## config.mk

```make
export PLATFORM = sky130hd
export DESIGN_NAME = weighted_multi_image_blend_top
export DESIGN_NICKNAME = d
export VERILOG_FILES = /design/src/sv/wmib_pkg.sv /design/src/sv/wmib_ctrl.sv /design/src/sv/wmib_dp.sv /design/src/sv/weighted_multi_image_blend_top.sv
export SDC_FILE = /design/constraint.sdc
export NUM_CORES = 2
export LEC_CHECK = 0
export ABC_AREA = 1
export BUFFER_PORTS_ARGS = -buffer_cell sky130_fd_sc_hd__buf_2
export CELL_PAD_IN_SITES_DETAIL_PLACEMENT = 1
export CELL_PAD_IN_SITES_GLOBAL_PLACEMENT = 1
export CORE_ASPECT_RATIO = 1.25
export CORE_MARGIN = 5
export CORE_UTILIZATION = 44
export CTS_CLUSTER_DIAMETER = 30
export DETAILED_ROUTE_END_ITERATION = 7
export PLACE_DENSITY_LB_ADDON = 0.1
export SYNTH_ARGS = -nofsm -noshare
export SYNTH_HDL_FRONTEND = slang
export SYNTH_SLANG_ARGS = --single-unit
```

## constraint.sdc

```tcl
create_clock -name clk -period 4.3 [get_ports clk]
set_clock_uncertainty 0.15 [all_clocks]
set_input_delay 0.215 -clock clk [delete_from_list [all_inputs] [get_ports clk]]
set_output_delay 0.215 -clock clk [all_outputs]
set_load 0.05 [all_outputs]
```

## src/sv/wmib_pkg.sv

```systemverilog
package wmib_pkg;

    // Sizing of the blend
    localparam int MAX_IMAGES  = 16;
    localparam int WEIGHT_BITS = 16;

    // Field widths of one beat
    localparam int WEIGHT_W = 16;
    localparam int SAMPLE_W = 8;
    localparam int NUM_CH   = 3;

    // Weight bits that take part in the sums
    localparam int WEIGHT_USE = (WEIGHT_BITS < WEIGHT_W) ? WEIGHT_BITS : WEIGHT_W;
    localparam int CNT_W      = $clog2(MAX_IMAGES + 1);
    localparam int WT_W       = WEIGHT_USE + $clog2(MAX_IMAGES);
    localparam int CH_W       = WT_W + SAMPLE_W;
    localparam int STEP_W     = $clog2(SAMPLE_W);

    localparam int IN_DATA_W  = WEIGHT_W + NUM_CH * SAMPLE_W;
    localparam int OUT_DATA_W = NUM_CH * SAMPLE_W;

    typedef enum logic [2:0] {
        ST_IDLE,
        ST_ACC,
        ST_PREP,
        ST_DIV,
        ST_EMIT
    } state_t;

    typedef struct packed {
        logic load_in;
        logic accumulate;
        logic div_start;
        logic div_step;
        logic out_load;
    } ctrl_cmd_t;

    typedef struct packed {
        logic last_image;
        logic div_last;
        logic out_free;
    } dp_status_t;

endpackage

```

## src/sv/wmib_ctrl.sv

```systemverilog
module wmib_ctrl (
    input  logic                  clk,
    input  logic                  rst_n,
    input  logic                  in_valid,
    output logic                  in_ready,
    input  wmib_pkg::dp_status_t  status,
    output wmib_pkg::ctrl_cmd_t   cmd
);

    wmib_pkg::state_t state_reg;
    wmib_pkg::state_t state_next;

    always_ff @(posedge clk or negedge rst_n)
    begin
        if (!rst_n)
        begin
            state_reg <= wmib_pkg::ST_IDLE;
        end
        else
        begin
            state_reg <= state_next;
        end
    end

    always_comb
    begin
        state_next = state_reg;
        case (state_reg)
            wmib_pkg::ST_IDLE:
            begin
                if (in_valid)
                begin
                    state_next = wmib_pkg::ST_ACC;
                end
            end
            wmib_pkg::ST_ACC:
            begin
                state_next = status.last_image ? wmib_pkg::ST_PREP : wmib_pkg::ST_IDLE;
            end
            wmib_pkg::ST_PREP:
            begin
                state_next = wmib_pkg::ST_DIV;
            end
            wmib_pkg::ST_DIV:
            begin
                if (status.div_last)
                begin
                    state_next = wmib_pkg::ST_EMIT;
                end
            end
            wmib_pkg::ST_EMIT:
            begin
                if (status.out_free)
                begin
                    state_next = wmib_pkg::ST_IDLE;
                end
            end
            default:
            begin
                state_next = wmib_pkg::ST_IDLE;
            end
        endcase
    end

    always_comb
    begin
        in_ready = 1'b0;
        cmd      = '0;
        case (state_reg)
            wmib_pkg::ST_IDLE:
            begin
                in_ready    = 1'b1;
                cmd.load_in = in_valid;
            end
            wmib_pkg::ST_ACC:
            begin
                cmd.accumulate = 1'b1;
            end
            wmib_pkg::ST_PREP:
            begin
                cmd.div_start = 1'b1;
            end
            wmib_pkg::ST_DIV:
            begin
                cmd.div_step = 1'b1;
            end
            wmib_pkg::ST_EMIT:
            begin
                cmd.out_load = status.out_free;
            end
            default:
            begin
                cmd = '0;
            end
        endcase
    end

endmodule

```

## src/sv/wmib_dp.sv

```systemverilog
module wmib_dp (
    input  logic                                 clk,
    input  logic                                 rst_n,
    input  wmib_pkg::ctrl_cmd_t                  cmd,
    output wmib_pkg::dp_status_t                 status,
    input  logic                                 cfg_we,
    input  logic                                 cfg_color,
    input  logic [wmib_pkg::WEIGHT_W-1:0]        weight,
    input  logic [wmib_pkg::SAMPLE_W-1:0]        blue,
    input  logic [wmib_pkg::SAMPLE_W-1:0]        green,
    input  logic [wmib_pkg::SAMPLE_W-1:0]        red,
    input  logic                                 last_image,
    output logic                                 out_valid,
    input  logic                                 out_ready,
    output logic [wmib_pkg::SAMPLE_W-1:0]        out_blue,
    output logic [wmib_pkg::SAMPLE_W-1:0]        out_green,
    output logic [wmib_pkg::SAMPLE_W-1:0]        out_red,
    output logic                                 uncovered
);

    // Captured input beat
    logic [wmib_pkg::WEIGHT_USE-1:0] weight_reg;
    logic [wmib_pkg::SAMPLE_W-1:0]   sample_reg [wmib_pkg::NUM_CH];
    logic                            last_reg;

    // Pixel totals
    logic [wmib_pkg::WT_W-1:0]       wt_total_reg;
    logic [wmib_pkg::CH_W-1:0]       ch_total_reg [wmib_pkg::NUM_CH];
    logic [wmib_pkg::CNT_W-1:0]      seen_reg;
    logic                            color_reg;

    // Divider
    logic [wmib_pkg::WT_W-1:0]       den_reg;
    logic [wmib_pkg::CH_W-1:0]       rem_reg [wmib_pkg::NUM_CH];
    logic [wmib_pkg::SAMPLE_W-1:0]   quo_reg [wmib_pkg::NUM_CH];
    logic [wmib_pkg::STEP_W-1:0]     step_reg;

    // Output register
    logic                            out_valid_reg;
    logic [wmib_pkg::SAMPLE_W-1:0]   out_ch_reg [wmib_pkg::NUM_CH];
    logic                            uncov_reg;

    logic                            room;
    logic                            out_free;
    logic [wmib_pkg::CH_W-1:0]       trial;
    logic [wmib_pkg::CH_W-1:0]       prod [wmib_pkg::NUM_CH];
    logic                            fits [wmib_pkg::NUM_CH];
    logic [wmib_pkg::CH_W-1:0]       diff [wmib_pkg::NUM_CH];
    logic                            zero_wt;

    assign room     = seen_reg < wmib_pkg::CNT_W'(wmib_pkg::MAX_IMAGES);
    assign out_free = !out_valid_reg || out_ready;
    assign trial    = wmib_pkg::CH_W'(den_reg) << step_reg;
    assign zero_wt  = (den_reg == '0);

    always_comb
    begin
        for (int c = 0; c < wmib_pkg::NUM_CH; c++)
        begin
            prod[c] = wmib_pkg::CH_W'(weight_reg) * wmib_pkg::CH_W'(sample_reg[c]);
            fits[c] = rem_reg[c] >= trial;
            diff[c] = rem_reg[c] - trial;
        end
    end

    assign status.last_image = last_reg;
    assign status.div_last   = (step_reg == '0);
    assign status.out_free   = out_free;

    always_ff @(posedge clk)
    begin
        if (cmd.load_in)
        begin
            weight_reg    <= weight[wmib_pkg::WEIGHT_USE-1:0];
            sample_reg[0] <= blue;
            sample_reg[1] <= green;
            sample_reg[2] <= red;
            last_reg      <= last_image;
        end
    end

    always_ff @(posedge clk or negedge rst_n)
    begin
        if (!rst_n)
        begin
            color_reg <= 1'b1;
        end
        else if (cfg_we)
        begin
            color_reg <= cfg_color;
        end
    end

    // Accumulate, then hand the totals to the divider and clear them
    always_ff @(posedge clk or negedge rst_n)
    begin
        if (!rst_n)
        begin
            wt_total_reg <= '0;
            seen_reg     <= '0;
            for (int c = 0; c < wmib_pkg::NUM_CH; c++)
            begin
                ch_total_reg[c] <= '0;
            end
        end
        else if (cmd.div_start)
        begin
            wt_total_reg <= '0;
            seen_reg     <= '0;
            for (int c = 0; c < wmib_pkg::NUM_CH; c++)
            begin
                ch_total_reg[c] <= '0;
            end
        end
        else if (cmd.accumulate && room)
        begin
            wt_total_reg <= wt_total_reg + wmib_pkg::WT_W'(weight_reg);
            seen_reg     <= seen_reg + 1'b1;
            for (int c = 0; c < wmib_pkg::NUM_CH; c++)
            begin
                ch_total_reg[c] <= ch_total_reg[c] + prod[c];
            end
        end
    end

    // Restoring division, one quotient bit per cycle, MSB first
    always_ff @(posedge clk or negedge rst_n)
    begin
        if (!rst_n)
        begin
            step_reg <= '0;
        end
        else if (cmd.div_start)
        begin
            step_reg <= wmib_pkg::STEP_W'(wmib_pkg::SAMPLE_W - 1);
        end
        else if (cmd.div_step)
        begin
            step_reg <= step_reg - 1'b1;
        end
    end

    always_ff @(posedge clk)
    begin
        if (cmd.div_start)
        begin
            den_reg <= wt_total_reg;
            for (int c = 0; c < wmib_pkg::NUM_CH; c++)
            begin
                rem_reg[c] <= ch_total_reg[c];
                quo_reg[c] <= '0;
            end
        end
        else if (cmd.div_step)
        begin
            for (int c = 0; c < wmib_pkg::NUM_CH; c++)
            begin
                if (fits[c])
                begin
                    rem_reg[c]           <= diff[c];
                    quo_reg[c][step_reg] <= 1'b1;
                end
            end
        end
    end

    always_ff @(posedge clk or negedge rst_n)
    begin
        if (!rst_n)
        begin
            out_valid_reg <= 1'b0;
        end
        else if (cmd.out_load)
        begin
            out_valid_reg <= 1'b1;
        end
        else if (out_ready)
        begin
            out_valid_reg <= 1'b0;
        end
    end

    always_ff @(posedge clk)
    begin
        if (cmd.out_load)
        begin
            uncov_reg     <= zero_wt;
            out_ch_reg[0] <= zero_wt ? '0 : quo_reg[0];
            out_ch_reg[1] <= (zero_wt || !color_reg) ? '0 : quo_reg[1];
            out_ch_reg[2] <= (zero_wt || !color_reg) ? '0 : quo_reg[2];
        end
    end

    assign out_valid = out_valid_reg;
    assign out_blue  = out_ch_reg[0];
    assign out_green = out_ch_reg[1];
    assign out_red   = out_ch_reg[2];
    assign uncovered = uncov_reg;

endmodule

```

## src/sv/weighted_multi_image_blend_top.sv

```systemverilog
// Weighted multi-image blend: one output pixel from a run of source images.
// Input stream (s_*): one beat per source image at the pixel, carrying its
// mask weight and blue, green, red samples; s_tlast marks the last image.
// Output stream (m_*): one beat per pixel, the weighted average per channel
// (truncated) and tuser = uncovered when all weights were zero (black out).
// Config channel (cfg_*): writes color_mode (1 = blue/green/red, 0 = gray in
// blue, green and red read zero); always ready, write it only while idle.
// Each beat is captured, then multiply-accumulated, before the next is taken.
// After the last beat the sums are loaded into the restoring divider, which
// makes one quotient bit per cycle for all three channels together; the
// quotients then go to the output register, which raises m_tvalid.
// Images past MAX_IMAGES in one pixel are dropped from the sums.
// Reset clears the sums and the output valid flag and sets color mode.
// A stalled receiver holds the result in the output register; the block
// keeps accepting the next pixel's beats and only waits at the end of that
// pixel until the held result has been taken.
module weighted_multi_image_blend_top (
    input  logic                                clk,
    input  logic                                rst_n,
    // s_tdata: weight[15:0], blue[23:16], green[31:24], red[39:32]
    input  logic                                s_tvalid,
    output logic                                s_tready,
    input  logic [wmib_pkg::IN_DATA_W-1:0]      s_tdata,
    input  logic                                s_tlast,
    // m_tdata: out_blue[7:0], out_green[15:8], out_red[23:16]
    output logic                                m_tvalid,
    input  logic                                m_tready,
    output logic [wmib_pkg::OUT_DATA_W-1:0]     m_tdata,
    // m_tuser: uncovered
    output logic                                m_tuser,
    input  logic                                cfg_valid,
    output logic                                cfg_ready,
    input  logic                                cfg_data
);

    wmib_pkg::ctrl_cmd_t  cmd;
    wmib_pkg::dp_status_t status;

    logic [wmib_pkg::SAMPLE_W-1:0] out_blue;
    logic [wmib_pkg::SAMPLE_W-1:0] out_green;
    logic [wmib_pkg::SAMPLE_W-1:0] out_red;

    assign cfg_ready = 1'b1;

    wmib_ctrl u_ctrl (
        .clk      (clk),
        .rst_n    (rst_n),
        .in_valid (s_tvalid),
        .in_ready (s_tready),
        .status   (status),
        .cmd      (cmd)
    );

    // Unpack the input beat: weight lowest, then blue, green, red
    wmib_dp u_dp (
        .clk        (clk),
        .rst_n      (rst_n),
        .cmd        (cmd),
        .status     (status),
        .cfg_we     (cfg_valid),
        .cfg_color  (cfg_data),
        .weight     (s_tdata[wmib_pkg::WEIGHT_W-1:0]),
        .blue       (s_tdata[wmib_pkg::WEIGHT_W +: wmib_pkg::SAMPLE_W]),
        .green      (s_tdata[wmib_pkg::WEIGHT_W + wmib_pkg::SAMPLE_W +: wmib_pkg::SAMPLE_W]),
        .red        (s_tdata[wmib_pkg::WEIGHT_W + 2*wmib_pkg::SAMPLE_W +: wmib_pkg::SAMPLE_W]),
        .last_image (s_tlast),
        .out_valid  (m_tvalid),
        .out_ready  (m_tready),
        .out_blue   (out_blue),
        .out_green  (out_green),
        .out_red    (out_red),
        .uncovered  (m_tuser)
    );

    assign m_tdata = {out_red, out_green, out_blue};

endmodule

```

======== Yosys cells after proc, flatten, opt, wreduce, memory -nomap -nowiden ========
Memory sizes are Yosys's and may differ from the RTL's.
Cells that the tools add are included.
storage, ports and cells
  memory bits (read-only) ................. 0
  bits in latches ......................... 0
  memories kept ........................... 4
  word-level logic and storage cells ...... 157
  bits of input ports ..................... 47
  flip-flop bits (word level) ............. 155
  memory bits (writable) .................. 156
memories
  memory           depth  width  rd ports  clocked after Yosys merged registers in  wr ports  line           text
  u_dp.rem_reg     3      28     3         0                                        3         wmib_dp.sv:34  logic [wmib_pkg::CH_W-1:0] rem_reg [wmib_pkg::NUM_CH];
  u_dp.out_ch_reg  3      8      3         0                                        3         wmib_dp.sv:40  logic [wmib_pkg::SAMPLE_W-1:0] out_ch_reg [wmib_pkg::NUM_CH];
  u_dp.quo_reg     3      8      3         0                                        3         wmib_dp.sv:35  logic [wmib_pkg::SAMPLE_W-1:0] quo_reg [wmib_pkg::NUM_CH];
  u_dp.sample_reg  3      8      3         0                                        3         wmib_dp.sv:23  logic [wmib_pkg::SAMPLE_W-1:0] sample_reg [wmib_pkg::NUM_CH];
operators by class
  divide/modulo/power cells ............... 0
  multipliers ............................. 3
  reductions and logical operators ........ 13
  $lt $le $gt $ge ......................... 6
  mux-type cells .......................... 74
  eq/ne operators ......................... 7
  bitwise logic cells ..................... 27
  add/sub/neg operators ................... 9
  shifts and indexed selects .............. 1
operators by type and width
  cell                 count
  $mux 84              2
  $add 28x24->28       3
  $ge 28x28->1         3
  $mux 28              3
  $sub 28x28->28       3
  $mul 16x8->24        3
  $mux 1               51
  $mux 8               6
  $mux 20              2
  $shl 20x3->28        1
  $or 1x1->1           27
  $add 20x16->20       1
  $logic_not 20->1     1
  $mux 3               5
  $pmux 3 s5           1
  $mux 5               2
  $eq 3x2->1 const B   2
  $logic_not 3->1      2
  $reduce_bool 2->1    3
  $add 5x1->5 const B  1
  $lt 5x5->1 const B   1
  $lt 3x4->1 const B   1
  $ne 2x2->1 const B   2
  $demux 1 s3          1
  10 further kinds     13

======== Logic depth before layout (Yosys ltp) ========
  word-level depth ........................ 7
  gate-level depth with buffers ........... 24
  mapped depth without buffers ............ 22

======== By module ========
A second synthesis with hierarchy kept.
unflattened totals
  cells, all modules ...................... 4750
  area, all modules ....................... 34979.8 sq um
by module, submodules not included
  module                          cells an instance  sequential area each (sq um)  area each (sq um)  instances
  wmib_dp                         4716               8679.6                        34757.1            1
  wmib_ctrl                       32                 75.1                          211.5              1
  weighted_multi_image_blend_top  2                  0.0                           11.3               1

======== Least setup slack after synthesis ========
OpenSTA, ideal clock, no wires.
  kind .................................... register to register
  from .................................... mem u_dp.sample_reg[0][0] in the netlist's numbering
  to ...................................... reg u_dp.ch_total_reg[77] in the netlist's numbering
  setup slack ............................. -0.186 ns
  clock period less this slack ............ 4.486 ns
  required time ........................... 4.032 ns
  cell stages (with the launch flop) ...... 23
  data arrival time ....................... 4.218 ns
  cells stage by stage .................... edfxtp_1 clkbuf_1 clkbuf_1 nand2_1 fa_1 inv_1 fa_1 inv_1 fa_1 fa_1 inv_1 ha_1 inv_1 o211ai_1 nand2_1 nand2_1 nand2_1 nand2_1 nand2_1 nand2_1 nand2_1 nand3_1 nand2_1
RTL lines
  item                            line            text
  start: declaration              wmib_dp.sv:23
  end signal: indexed assignment  wmib_dp.sv:121  ch_total_reg[c] <= ch_total_reg[c] + prod[c];
  end: declaration                wmib_dp.sv:28   logic [wmib_pkg::CH_W-1:0] ch_total_reg [wmib_pkg::NUM_CH];

======== Worst setup path in the final report ========
  from .................................... reg u_dp.weight_reg[13] in the netlist's numbering
  to ...................................... reg u_dp.ch_total_reg[53] in the netlist's numbering
on the way
  cells in the longest elaborated chain, start to end .. 4
RTL lines
  item                      line            text
  start: declaration        wmib_dp.sv:22   logic [wmib_pkg::WEIGHT_USE-1:0] weight_reg;
  start signal: assignment  wmib_dp.sv:74   weight_reg <= weight[wmib_pkg::WEIGHT_USE-1:0];
  $mul 16x8->24             wmib_dp.sv:60   prod[c] = wmib_pkg::CH_W'(weight_reg) * wmib_pkg::CH_W'(sample_reg[c]);
  $add 28x24->28            wmib_dp.sv:121
  $mux 84                   wmib_dp.sv:115  else if (cmd.accumulate && room)
  $mux 84                   wmib_dp.sv:106  else if (cmd.div_start)
Every way passes these cells. The select of a mux whose other input is x is not followed.
A chain may end at the register's enable or synchronous reset.

==> flow_summary.yaml <==
clock_tree:
  cts_made_buffers: 90
  insertion_delay_ns: 0.69
  clk_path_buf_depth: 3
  cts-root-buf: "clkbuf_16"
  clkSinkCount: 311
  path_clk_slew_ns: 0.05
  cts_tree: "done"
  h-tree-depth: 3
timing:
  worst_pin_slew_ns: 1.26
  final.setup.worst_slack_ns: -0.782
  period_share_pct: 118
  period_minus_slack_ns: 5.08
  grt_setup_unrepaired: "true"
  fmax_ghz: 0.197
  slew_violations: 0
  finalHoldViolations: 0
  slew_headroom_pct: 15.9
  setup_viol_count_final: 66
yosys:
  synth.net_count: 5316
  async_reset_ff_share_pct: 37.6
  syn_area_per_cell_um2: 7.38
  synth.distinct_cells: 47
  synth_area_mm2: 0.0347
  yosysTopAreaCellShare_pct: 18.6
  synthTopCellsByArea: "fa_1 19%, edfxtp_1 17%, nand2_1 15%, inv_1 11%, ha_1 8.9%"
  synth_edf_count: 194
  yosys.area.top_type: "fa_1"
  synth_seq_area_share_pct: 25.3
  syn_inst: 4700
  synth_ff_type: "edfxtp_1"
  synth_seq_cells: 311
  synth_warnings: 0
finish:
  multi_input_area_mm2: 0.0240
  regArea_mm2: 0.00875
  nNetsFinal: 5801
  instances_no_fill: 6317
  drive_above_1_share_pct: 23.5
  nFillCells: 9375
  syn2layout_area_growth_pct: 34.4
  fin_area_mm2: 0.0466
drt:
  drt_wl_total_mm: 158
  first_pass_iters: 6
  drtIter0Drc: 2875
  drc_errors: 0
  final_antenna_net_count: 0
  vias: 35583
  viasPerCell: 5.63
  avgRoutedWirePerCell_um: 25.0
floorplanning:
  die-area_mm2: 0.0845
  die_x_um: 261
  boundaryPins: 75
  die_y_um: 324
  start_util_pct: 44.2
  num_rows: 115
  core_area_mm2: 0.0784
placed_design:
  place_hpwl_mm: 98.2
  routabilityCongestion: 0.929
  placed_area_mm2: 0.0388
  post-place-cells: 6016
  port_buffers: 73
min_path:
  hold_class: "in2reg"
critical_path:
  r2r-start: "u_dp.weight_reg[13]"
  ff2ff_path_depth: 20
  arrival_ns: 5.44
  worst_setup_path_end_kind: "register"
  cp_max_fo: 7
  regToRegSetupSlack_ns: -0.78
  endpoint: "u_dp.ch_total_reg[53]"
  crit_path_start_kind: "register"
  rr_endpoint: "u_dp.ch_total_reg[53]"
  cp.required_ns: 4.66
  crit_type: "reg2reg"
  cp-startpoint: "u_dp.weight_reg[13]"
global_route:
  track_usage_pct: 32.9
  grt_pass1_wl_mm: 215
  antenna_found_initial: 4
  grt_max_degree: 70
  grt.overflow.total: 0
  grt_pass1_vias: 37315
status:
  failed_checks: "negative setup slack"
  status: "finished, violations left"
flow_run:
  maxCapViolCount: 0
metal layers:
| layer | routed length [µm] | track usage, % | part of all wire, % |
|---|---|---|---|
| met3 | 10900 | 4.98 | 6.9 |
| met1 | 57600 | 39.2 | 36 |
| met2 | 76600 | 58.0 | 49 |
| met5 | 21 | 0 | 0.013 |
| met4 | 12800 | 16.6 | 8.1 |
critical path: stages, from the launching register on:
cell	delay, ns
edfxtp_1	0.50
buf_6	0.21
buf_4	0.15
nand2_1	0.08
inv_1	0.08
fa_1	0.51
fa_1	0.42
inv_1	0.14
fa_1	0.49
fa_1	0.54
inv_1	0.08
ha_1	0.39
nand2_2	0.12
nor2_4	0.11
inv_2	0.05
nor3_4	0.18
nand4_1	0.23
nand3_1	0.17
nand2_1	0.11
nand3_1	0.14
nand2_1	0.08
area by class of cell:
class / count / share of cell area (%)
inverter: 1060 / 8.58
clock buffer: 115 / 5.43
clock inverter: 53 / 1.98
sequential: 311 / 18.8
timing repair buffer: 552 / 10.8
multi-input combinational: 3170 / 51.6
tap: 1053 / 2.83
antenna: 3 / 0.0161
Yosys cell counts (3+ instances only):
master / number
ha_1: 247
dfrtp_1: 116
xor2_1: 49
edfxtp_1: 194
mux2i_1: 5
o22ai_1: 24
nand2_1: 1346
a22o_1: 5
nand3b_1: 7
inv_2: 9
nand3_1: 144
o21a_1: 5
fa_1: 322
o31ai_1: 3
nand3_2: 4
nand2_2: 4
nor2_2: 10
or2_2: 6
nor3_1: 32
a21oi_1: 212
buf_8: 6
a21o_1: 23
xnor2_1: 13
nor2_1: 292
and2_1: 6
buf_1: 3
o21bai_1: 17
a21boi_0: 8
nor4_1: 12
nand4_1: 123
o21ai_0: 237
inv_1: 1049
clkbuf_1: 115
buf_2: 34
cell usage in the layout (no fill, tap or decap), drive strengths merged, types with 47 or more instances in the layout:
cell         synthesis  final
xor2                49     49
inv               1058   1064
nand4              123    123
o21ai              240    240
buf                 44    503
nand2             1350   1350
nand3              148    148
fa                 322    322
nor2               302    302
a21oi              212    212
dlygate4sd3          0     47
ha                 247    247
edfxtp             194    194
dfrtp              116    116
clkbuf             115    117
cell families (layout without fill, tap and decap cells):
kind of cell	after synthesis	after routing	share of synthesized area (%)
AND/OR/NAND/NOR	1988	1988	23.5
buffers and inverters	1219	1780	13.5
adder cells (fa/ha/maj)	569	569	27.5
AO/OA/AOI/OAI	544	544	8.46
flip-flops	311	311	25.3
XOR/XNOR	62	62	1.57
multiplexers	6	6	0.177
other	1	4	0.0108
per-stage QoR:
step / setup WS [ns] / hold WS (ns) / utilization [%] / TNS, ns
floorplan: -0.0251 / -0.231 / - / -0.0251
global placement: -0.439 / 0.122 / 49.5 / -22.82
detailed placement: -0.471 / 0.120 / 49.5 / -29.72
CTS: -0.198 / 0.0550 / 57.7 / -5.28
global route: -0.838 / 0.0976 / 59.4 / -32.63
finish: -0.782 / 0.0978 / 59.4 / -29.02
timing repair:
item,in CTS,in global routing
gates cloned,7,3
pin swaps,178,126
resized for setup,569,297
buffers inserted,43,37
endpoints found under the hold margin,104,0
setup endpoints to repair,232,235
hold buffers,48,0
worst min path at each step:
stage          startpoint                    end  slack [ns]  cells after the start
6_report          s_tlast          u_dp.last_reg         0.1                      2
3_3_place_gp        rst_n  u_dp.ch_total_reg[17]        0.12                      1
2_1_floorplan       rst_n    u_ctrl.state_reg[0]       -0.23                      0
4_1_cts           s_tlast          u_dp.last_reg        0.06                      2
5_1_grt           s_tlast          u_dp.last_reg         0.1                      2
3_5_place_dp        rst_n  u_dp.ch_total_reg[17]        0.12                      1
Power is left out: the tool's default activity adds up to more than one toggle a clock period on the data nets, which glitch-free logic cannot reach.
